<file path="src/drs_pkg.sv">
`timescale 1ns / 1ps
`default_nettype none
// ----------------------------------------------------------------------------
// drs_pkg: shared constants for the discounted return RMS scaler
// Formats, widths of the working registers and configuration indexes.
// ----------------------------------------------------------------------------
package drs_pkg;

    localparam int FRAC_BITS  = 16;
    localparam int DATA_WIDTH = 32;

    localparam int REW_W  = 32;
    localparam int DISC_W = 16;
    localparam int CLIP_W = 31;
    localparam int STAB_W = 16;
    localparam int CFG_W  = 31;
    localparam int IDX_W  = 2;

    localparam int K_FRAC = 16;
    localparam logic [DISC_W-1:0] K_DECAY = 16'd64881;
    localparam logic [DISC_W-1:0] K_GAIN  = 16'd655;

    localparam int NUM_W  = REW_W + FRAC_BITS;
    localparam int ACC_W  = 2 * DATA_WIDTH + K_FRAC + 2;
    localparam int RAD_W  = ACC_W - K_FRAC;
    localparam int ROOT_W = RAD_W / 2;
    localparam int CNT_W  = $clog2(NUM_W);

    localparam logic [IDX_W-1:0] CFG_DISCOUNT   = 2'd0;
    localparam logic [IDX_W-1:0] CFG_CLIP_LIMIT = 2'd1;
    localparam logic [IDX_W-1:0] CFG_STABILIZER = 2'd2;

    localparam logic [DISC_W-1:0]     DISCOUNT_RST = 16'd64881;
    localparam logic [CLIP_W-1:0]     CLIP_RST     = 31'd655360;
    localparam logic [STAB_W-1:0]     STAB_RST     = 16'd1;
    localparam logic [DATA_WIDTH-1:0] RMS_RST      = DATA_WIDTH'(1) << FRAC_BITS;

endpackage

`default_nettype wire

</file>
<file path="src/drs_if.sv">
`timescale 1ns / 1ps
`default_nettype none
// ----------------------------------------------------------------------------
// drs_if: request and result channels of the RMS scaler
// Valid/ready channels carrying one reward request or one scaled result.
// ----------------------------------------------------------------------------
interface drs_in_if;
    logic        valid;
    logic        ready;
    logic        mode;
    logic [31:0] reward;
    logic        done_req;

    modport source (output valid, output mode, output reward, output done_req, input ready);
    modport sink   (input valid, input mode, input reward, input done_req, output ready);
endinterface

interface drs_out_if;
    logic        valid;
    logic        ready;
    logic [31:0] scaled_reward;
    logic [31:0] rms_value;

    modport source (output valid, output scaled_reward, output rms_value, input ready);
    modport sink   (input valid, input scaled_reward, input rms_value, output ready);
endinterface

`default_nettype wire

</file>
<file path="src/discounted_return_rms_scaler.sv">
`timescale 1ns / 1ps
`default_nettype none
// ----------------------------------------------------------------------------
// discounted_return_rms_scaler: running RMS reward scaling
// Scales each reward by the running RMS of the discounted return and, in
// update mode, advances the return and the RMS statistics.
// ----------------------------------------------------------------------------
// One request is in flight at a time; ready is low from acceptance until its
// result is taken. A scale-only request is latched, passes through the
// restoring divider (one quotient bit per cycle), is clamped and is then
// presented as the result. An update request adds, after the clamp, seven
// passes through the shared 32x32 multiplier with accumulation, a rounding
// step, the digit-by-digit square root and a write-back. The result register
// holds until the sink takes it.
// ----------------------------------------------------------------------------
module discounted_return_rms_scaler
    import drs_pkg::*;
(
    input  wire              i_clk,
    input  wire              i_rst_n,
    input  wire              i_cfg_we,
    input  wire [IDX_W-1:0]  i_cfg_idx,
    input  wire [CFG_W-1:0]  i_cfg_data,
    drs_in_if.sink           i_req,
    drs_out_if.source        o_rsp
);

    localparam int W = DATA_WIDTH;

    typedef enum logic [15:0] {
        S_IDLE    = 16'h0001,
        S_DIV     = 16'h0002,
        S_CLAMP   = 16'h0004,
        S_RET_MUL = 16'h0008,
        S_RET_ADD = 16'h0010,
        S_RMS_SQ  = 16'h0020,
        S_DEC_LO  = 16'h0040,
        S_DEC_HI  = 16'h0080,
        S_RET_SQ  = 16'h0100,
        S_GAIN_LO = 16'h0200,
        S_GAIN_HI = 16'h0400,
        S_ACC     = 16'h0800,
        S_ROUND   = 16'h1000,
        S_SQRT    = 16'h2000,
        S_FIN     = 16'h4000,
        S_OUT     = 16'h8000
    } t_state;

    t_state r_state, n_state;

    logic [CNT_W-1:0]  r_cnt, n_cnt;
    logic              r_mode, n_mode;
    logic              r_done, n_done;
    logic [REW_W-1:0]  r_reward, n_reward;
    logic [W:0]        r_den, n_den;
    logic [NUM_W-1:0]  r_num, n_num;
    logic [W:0]        r_drem, n_drem;
    logic [REW_W-1:0]  r_scaled, n_scaled;
    logic [2*W-1:0]    r_prod, n_prod;
    logic [2*W-1:0]    r_sq, n_sq;
    logic              r_shift, n_shift;
    logic [ACC_W-1:0]  r_acc, n_acc;
    logic [W-1:0]      r_ret, n_ret;
    logic [W-1:0]      r_am, n_am;
    logic [RAD_W-1:0]  r_rad, n_rad;
    logic [W+1:0]      r_rem, n_rem;
    logic [ROOT_W-1:0] r_root, n_root;
    logic [W-1:0]      r_dret, n_dret;
    logic [W-1:0]      r_rms, n_rms;
    logic [DISC_W-1:0] r_discount, n_discount;
    logic [CLIP_W-1:0] r_clip, n_clip;
    logic [STAB_W-1:0] r_stab, n_stab;

    logic [W-1:0]      mul_a;
    logic [W-1:0]      mul_b;
    logic [2*W-1:0]    mul_p;
    logic [ACC_W-1:0]  acc_add;
    logic [REW_W-1:0]  req_mag;
    logic [W+1:0]      div_sh;
    logic              div_ge;
    logic [CLIP_W-1:0] q_clamp;
    logic [W+16:0]     dm_sum;
    logic [W:0]        dm;
    logic [W+2:0]      sdm;
    logic [W+2:0]      ret_w;
    logic [W-1:0]      ret_sat;
    logic [W+3:0]      sq_sh;
    logic [W+3:0]      sq_trial;
    logic              sq_ge;

    assign mul_p   = mul_a * mul_b;
    assign acc_add = r_acc + (r_shift ? ACC_W'({r_prod, {W{1'b0}}}) : ACC_W'(r_prod));

    assign req_mag = i_req.reward[REW_W-1] ? (REW_W'(0) - i_req.reward) : i_req.reward;

    assign div_sh = {r_drem, r_num[NUM_W-1]};
    assign div_ge = (div_sh >= {1'b0, r_den});

    assign dm_sum  = (W+17)'(r_prod[W+15:0]) + (W+17)'(1 << (K_FRAC - 1));
    assign dm      = dm_sum[W+16:16];
    assign sdm     = r_dret[W-1] ? ((W+3)'(0) - (W+3)'(dm)) : (W+3)'(dm);
    assign ret_w   = sdm + {{(W+3-REW_W){r_reward[REW_W-1]}}, r_reward};

    assign sq_sh    = {r_rem, r_rad[RAD_W-1 -: 2]};
    assign sq_trial = {1'b0, r_root, 2'b01};
    assign sq_ge    = (sq_sh >= sq_trial);

    always_comb begin
        if (r_den == '0) begin
            q_clamp = (r_reward == '0) ? '0 : r_clip;
        end else if (r_num > NUM_W'(r_clip)) begin
            q_clamp = r_clip;
        end else begin
            q_clamp = r_num[CLIP_W-1:0];
        end
    end

    always_comb begin
        if (ret_w[W+2:W-1] == '0 || ret_w[W+2:W-1] == '1) begin
            ret_sat = ret_w[W-1:0];
        end else if (ret_w[W+2]) begin
            ret_sat = {1'b1, {(W-1){1'b0}}};
        end else begin
            ret_sat = {1'b0, {(W-1){1'b1}}};
        end
    end

    always_comb begin
        n_state    = r_state;
        n_cnt      = r_cnt;
        n_mode     = r_mode;
        n_done     = r_done;
        n_reward   = r_reward;
        n_den      = r_den;
        n_num      = r_num;
        n_drem     = r_drem;
        n_scaled   = r_scaled;
        n_prod     = r_prod;
        n_sq       = r_sq;
        n_shift    = r_shift;
        n_acc      = r_acc;
        n_ret      = r_ret;
        n_am       = r_am;
        n_rad      = r_rad;
        n_rem      = r_rem;
        n_root     = r_root;
        n_dret     = r_dret;
        n_rms      = r_rms;
        n_discount = r_discount;
        n_clip     = r_clip;
        n_stab     = r_stab;
        mul_a      = '0;
        mul_b      = '0;

        if (i_cfg_we) begin
            unique case (i_cfg_idx)
                CFG_DISCOUNT:   n_discount = i_cfg_data[DISC_W-1:0];
                CFG_CLIP_LIMIT: n_clip     = i_cfg_data[CLIP_W-1:0];
                CFG_STABILIZER: n_stab     = i_cfg_data[STAB_W-1:0];
                default: ;
            endcase
        end

        unique case (r_state)
            S_IDLE: begin
                if (i_req.valid) begin
                    n_mode   = i_req.mode;
                    n_done   = i_req.done_req;
                    n_reward = i_req.reward;
                    n_num    = {req_mag, {FRAC_BITS{1'b0}}};
                    n_den    = (W+1)'(r_rms) + (W+1)'(r_stab);
                    n_drem   = '0;
                    n_cnt    = CNT_W'(NUM_W - 1);
                    n_state  = S_DIV;
                end
            end
            S_DIV: begin
                n_drem = div_ge ? (W+1)'(div_sh - {1'b0, r_den}) : div_sh[W:0];
                n_num  = {r_num[NUM_W-2:0], div_ge};
                if (r_cnt == '0) begin
                    n_state = S_CLAMP;
                end else begin
                    n_cnt = r_cnt - 1'b1;
                end
            end
            S_CLAMP: begin
                n_scaled = r_reward[REW_W-1] ? (REW_W'(0) - {1'b0, q_clamp}) : {1'b0, q_clamp};
                n_state  = r_mode ? S_RET_MUL : S_OUT;
            end
            S_RET_MUL: begin
                mul_a   = r_dret[W-1] ? (W'(0) - r_dret) : r_dret;
                mul_b   = W'(r_discount);
                n_prod  = mul_p;
                n_state = S_RET_ADD;
            end
            S_RET_ADD: begin
                n_ret   = ret_sat;
                n_am    = ret_sat[W-1] ? (W'(0) - ret_sat) : ret_sat;
                n_state = S_RMS_SQ;
            end
            S_RMS_SQ: begin
                mul_a   = r_rms;
                mul_b   = r_rms;
                n_sq    = mul_p;
                n_acc   = '0;
                n_state = S_DEC_LO;
            end
            S_DEC_LO: begin
                mul_a   = r_sq[W-1:0];
                mul_b   = W'(K_DECAY);
                n_prod  = mul_p;
                n_shift = 1'b0;
                n_state = S_DEC_HI;
            end
            S_DEC_HI: begin
                n_acc   = acc_add;
                mul_a   = r_sq[2*W-1:W];
                mul_b   = W'(K_DECAY);
                n_prod  = mul_p;
                n_shift = 1'b1;
                n_state = S_RET_SQ;
            end
            S_RET_SQ: begin
                n_acc   = acc_add;
                mul_a   = r_am;
                mul_b   = r_am;
                n_sq    = mul_p;
                n_state = S_GAIN_LO;
            end
            S_GAIN_LO: begin
                mul_a   = r_sq[W-1:0];
                mul_b   = W'(K_GAIN);
                n_prod  = mul_p;
                n_shift = 1'b0;
                n_state = S_GAIN_HI;
            end
            S_GAIN_HI: begin
                n_acc   = acc_add;
                mul_a   = r_sq[2*W-1:W];
                mul_b   = W'(K_GAIN);
                n_prod  = mul_p;
                n_shift = 1'b1;
                n_state = S_ACC;
            end
            S_ACC: begin
                n_acc   = acc_add;
                n_state = S_ROUND;
            end
            S_ROUND: begin
                n_rad   = RAD_W'((r_acc + ACC_W'(1 << (K_FRAC - 1))) >> K_FRAC);
                n_rem   = '0;
                n_root  = '0;
                n_cnt   = CNT_W'(ROOT_W - 1);
                n_state = S_SQRT;
            end
            S_SQRT: begin
                n_rem  = sq_ge ? (W+2)'(sq_sh - sq_trial) : sq_sh[W+1:0];
                n_root = {r_root[ROOT_W-2:0], sq_ge};
                n_rad  = {r_rad[RAD_W-3:0], 2'b00};
                if (r_cnt == '0) begin
                    n_state = S_FIN;
                end else begin
                    n_cnt = r_cnt - 1'b1;
                end
            end
            S_FIN: begin
                n_rms   = (r_root[ROOT_W-1:W] != '0) ? '1 : r_root[W-1:0];
                n_dret  = r_done ? '0 : r_ret;
                n_state = S_OUT;
            end
            S_OUT: begin
                if (o_rsp.ready) begin
                    n_state = S_IDLE;
                end
            end
            default: n_state = S_IDLE;
        endcase
    end

    always_ff @(posedge i_clk) begin
        if (!i_rst_n) begin
            r_state    <= S_IDLE;
            r_cnt      <= '0;
            r_dret     <= '0;
            r_rms      <= RMS_RST;
            r_discount <= DISCOUNT_RST;
            r_clip     <= CLIP_RST;
            r_stab     <= STAB_RST;
        end else begin
            r_state    <= n_state;
            r_cnt      <= n_cnt;
            r_dret     <= n_dret;
            r_rms      <= n_rms;
            r_discount <= n_discount;
            r_clip     <= n_clip;
            r_stab     <= n_stab;
        end
    end

    always_ff @(posedge i_clk) begin
        r_mode   <= n_mode;
        r_done   <= n_done;
        r_reward <= n_reward;
        r_den    <= n_den;
        r_num    <= n_num;
        r_drem   <= n_drem;
        r_scaled <= n_scaled;
        r_prod   <= n_prod;
        r_sq     <= n_sq;
        r_shift  <= n_shift;
        r_acc    <= n_acc;
        r_ret    <= n_ret;
        r_am     <= n_am;
        r_rad    <= n_rad;
        r_rem    <= n_rem;
        r_root   <= n_root;
    end

    assign i_req.ready         = (r_state == S_IDLE);
    assign o_rsp.valid         = (r_state == S_OUT);
    assign o_rsp.scaled_reward = r_scaled;
    assign o_rsp.rms_value     = r_rms;

endmodule

`default_nettype wire

</file>
<file path="src/flat_wrapper.sv">
// flat-port wrapper written by rule: the top's interface ports become plain ports
module discounted_return_rms_scaler_flat import drs_pkg::*;
  (i_clk, i_rst_n, i_cfg_we, i_cfg_idx, i_cfg_data, i_req_valid, i_req_mode, i_req_reward, i_req_done_req, i_req_ready, o_rsp_valid, o_rsp_scaled_reward, o_rsp_rms_value, o_rsp_ready);
  drs_in_if i_req_i ();
  drs_out_if o_rsp_i ();
  input  wire i_clk;
  input  wire i_rst_n;
  input  wire i_cfg_we;
  input  wire [IDX_W-1:0] i_cfg_idx;
  input  wire [CFG_W-1:0] i_cfg_data;
  input wire logic [$bits(i_req_i.valid)-1:0] i_req_valid;
  input wire logic [$bits(i_req_i.mode)-1:0] i_req_mode;
  input wire logic [$bits(i_req_i.reward)-1:0] i_req_reward;
  input wire logic [$bits(i_req_i.done_req)-1:0] i_req_done_req;
  output wire logic [$bits(i_req_i.ready)-1:0] i_req_ready;
  output wire logic [$bits(o_rsp_i.valid)-1:0] o_rsp_valid;
  output wire logic [$bits(o_rsp_i.scaled_reward)-1:0] o_rsp_scaled_reward;
  output wire logic [$bits(o_rsp_i.rms_value)-1:0] o_rsp_rms_value;
  input wire logic [$bits(o_rsp_i.ready)-1:0] o_rsp_ready;
  assign i_req_i.valid = i_req_valid;
  assign i_req_i.mode = i_req_mode;
  assign i_req_i.reward = i_req_reward;
  assign i_req_i.done_req = i_req_done_req;
  assign i_req_ready = i_req_i.ready;
  assign o_rsp_valid = o_rsp_i.valid;
  assign o_rsp_scaled_reward = o_rsp_i.scaled_reward;
  assign o_rsp_rms_value = o_rsp_i.rms_value;
  assign o_rsp_i.ready = o_rsp_ready;
  discounted_return_rms_scaler u_core (.i_clk(i_clk), .i_rst_n(i_rst_n), .i_cfg_we(i_cfg_we), .i_cfg_idx(i_cfg_idx), .i_cfg_data(i_cfg_data), .i_req(i_req_i), .o_rsp(o_rsp_i));
endmodule
</file>
<file path="config.mk">
export PLATFORM = sky130hd
export DESIGN_NAME = discounted_return_rms_scaler_flat
export DESIGN_NICKNAME = d
export VERILOG_FILES = /design/src/drs_pkg.sv /design/src/drs_if.sv /design/src/discounted_return_rms_scaler.sv /design/src/flat_wrapper.sv
export SDC_FILE = /design/constraint.sdc
export NUM_CORES = 2
export LEC_CHECK = 0
export ABC_AREA = 1
export BUFFER_PORTS_ARGS = -buffer_cell sky130_fd_sc_hd__buf_2
export CAP_MARGIN = 15
export CORE_UTILIZATION = 40
export DETAILED_ROUTE_END_ITERATION = 7
export GPL_TIMING_DRIVEN = 0
export SYNTH_ARGS = -nofsm -noshare
export SYNTH_HDL_FRONTEND = slang
export SYNTH_SLANG_ARGS = --single-unit
</file>
<file path="constraint.sdc">
create_clock -name i_clk -period 11.3 [get_ports i_clk]
set_input_delay 3.39 -clock i_clk [delete_from_list [all_inputs] [get_ports i_clk]]
set_output_delay 3.39 -clock i_clk [all_outputs]
set_load 0.05 [all_outputs]
</file>
==> run metrics <==
Starting Density=between 40% and 50%; final instance area=0.0884 mm2; cell count after placement=13,000; Top FF cell, synth=edfxtp_1; hpwl dp=261,000 um; Max Cap Viol=0; Min Clock Period, post-route=11.00 ns; Worst Tran Pin Value=1.24 ns; CTS buffer count=84; sequential area share after synthesis=25.4%; crit-path max FO=10; post-place setup slack=-0.240 ns; fin crit share=97.4%; Slew headroom=between 10% and 20%; ANT nets after route=0; Synth async-reset ratio=0%; Synth Cell Area=0.0811 mm2; via-per-instance ratio=between 5 and 6; CTS root buf=clkbuf_16; WS Path Type=register to register; CP max stage delay=0.98 ns; commonest non-fill, non-tap cell in the layout=inv_1; Max VDD drop=around 0.11 mV; Max Clk Rate=90.9 MHz; Initial DRT Pass Iterations=6; Port-buffer cells=137; DIE AREA=approximately 0.20 mm2; vias in the first global route=71,200; grt ovf=0; largest net degree at the start of global routing=70; final setup vio count=0; count of state elements after synthesis=736; Worst Skew=0.0449 ns; die extent in x=between 400 and 500 um; Die Height=about 450 um; Mean Syn Cell Area=7.97 um2; Lkg Pwr=42.8 nW; placer congestion estimate=roughly 1.0; Worst Path Required=11.75 ns; Buf/Inv on CP=10; # clock sinks=736; NumNets Final=between 10,000 and 15,000; I/O Pins=138; vias=71,100; Iter 0 DRT Violations=6,700; Final Hold Slack=approximately 0.46 ns; Post-synth EDFFs=around 590; final setup margin=0.296 ns; commonest non-fill, non-tap cells in the layout=2,079 x inv_1, 1,695 x nand2_1, 1,439 x nor2_1, 900 x fa_1, 626 x a21oi_1; crit end category=register; first-pass GRT wire length=457,000 um; Post-Syn Instances=10,200; core area=0.200 mm2; Final Non-Filler Cells=13,200; DP Area=0.0855 mm2; crit path launch type=register; Netlist cell types=67; share of post-route cells with drive strength above 1=5.10%; max-slew violation count=0; Final Total Pwr=8.88 mW; Layout Area Growth over Synthesis=9.08%; Crit-path slowest cell=o22ai_2; register clock-pin slew on the reported worst setup and hold paths=roughly 0.070 ns; pwr dens=100 mW/mm2; Site Rows=approximately 160; Warnings, synthesis=0; final WL=312,000 um; status=complete, no violations; CP most frequent cell=fa_1; drc violations=0; WL/cell=23.7 um; CP delay by family, top=adder cells; final hold vios=0; TritonCTS clock tree=yes; H-tree depth=3; Hold WC Path Type=register to register; syn nets=~12,000; clk_lat worst skew=0.73 ns; CTS max path bufs=3; Critical Path AT=around 11 ns; Total GRT Usage=approximately 30%; initial antenna violation count=15
==> cells in the mapped netlist (all sizes together), types with 3 or more instances <==
master   number  area share, %
nand2      1713            8.0
o21bai       16           0.15
a21o         15           0.14
or4           3          0.028
nor3        140           0.88
a21boi       18           0.17
a221oi       16           0.17
o31ai         9          0.083
a21oi       626            3.9
a211oi       68           0.64
o21ai       493            3.1
fa          900             22
nand3b        9          0.083
ha          502            7.7
nand4        83           0.64
buf         116           0.78
nor2       1455            6.8
a31oi        90           0.73
or2          10          0.077
xor2        237            2.6
o221ai        5          0.054
o2111ai       5          0.054
clkinv       10          0.046
and2         16           0.12
a221o        12           0.15
nor4         69           0.57
o211ai       18           0.17
nor3b         3          0.028
xnor2       116            1.3
inv        2107            9.8
dfxtp       149            3.7
o21a         40           0.37
a31o          3          0.032
o22ai        20           0.28
clkbuf      200           0.93
nand3       282            1.8
edfxtp      587             22
==> cell type report <==
type | count | area, um2
inverters | 2117 | 7960
clock buffers | 105 | 2210
repair buffers | 161 | 1070
plain buffers | 315 | 1400
flip-flops and latches | 736 | 20600
well taps | 2656 | 3320
diodes | 6 | 15.0
clock inverters | 50 | 542
fillers | 20200 | 112000
multi-input cells | 7007 | 51300
==> worst min-delay path, cell delays in order, from the launching register on <==
cell,delay (ns)
dfxtp_1,0.33
nand2_1,0.05
nand3_1,0.05
==> final timing paths <==
check	startpoint	end	slack (ns)	cells past startpoint
worst max-delay path	u_core.r_state[4]	u_core.r_prod[63]	0.30	37
worst min-delay path	u_core.r_stab[0]	u_core.r_stab[0]	0.46	2
worst max register to register	u_core.r_state[4]	u_core.r_prod[63]	0.30	37
worst min register to register	u_core.r_stab[0]	u_core.r_stab[0]	0.46	2
==> what timing repair did <==
| action | CTS | global route |
|---|---|---|
| gates resized for setup | 4 | 70 |
| endpoints found under the setup margin | 16 | 48 |
| buffers inserted | 1 | 2 |
| hold buffers | 0 | 0 |
| pin swaps | 0 | 2 |
==> power by group <==
part | switching (mW) | leakage [nW] | internal, mW
Combinational | 1.85 | 34.6 | 0.787
Clock | 1.26 | 1.34 | 1.55
Sequential | 0.150 | 6.83 | 3.28
Total | 3.26 | 42.8 | 5.62
==> logic make-up after synthesis <==
| kind of cell | after synthesis | synth area share (%) |
|---|---|---|
| AOI/OAI and AO/OA | 1467 | 10.3 |
| xor gates and xnor gates | 353 | 3.81 |
| adders and majority gates | 1402 | 30.0 |
| buffers and inverters | 2433 | 11.5 |
| DFF | 736 | 25.4 |
| and+or+nand+nor | 3785 | 19.0 |
==> layer usage <==
layer	track usage (%)	up-vias	wire length, um
met5	0	-	0
met4	14.2	0	16900
met3	4.64	614	26100
met2	49.2	3119	142000
met1	39.5	34800	127000
li1	-	32500	-
==> metrics by stage <==
stage	setup TNS, ns	utilization (%)
final	0	44.1
after global routing	-0.0409	44.1
after CTS	0	44.0
after detailed placement	-1.93	42.7
after global placement	-25.29	42.4
after floorplan	0	-
==> state kept, by name, indices dropped and copies added (netlist names), 32 cells and up <==
| signal | count |
|---|---|
| u_core.o_rsp.rms_value | 32 |
| u_core.r_rem | 34 |
| u_core.o_rsp.scaled_reward | 32 |
| u_core.r_rad | 66 |
| u_core.r_dret | 32 |
| u_core.r_num | 48 |
| u_core.r_root | 33 |
| u_core.r_prod | 64 |
| u_core.r_am | 32 |
| u_core.r_drem | 33 |
| u_core.r_acc | 82 |
| u_core.r_den | 33 |
| u_core.r_reward | 32 |
| u_core.r_sq | 64 |
Note: power is estimated with default switching activity, not from simulation.
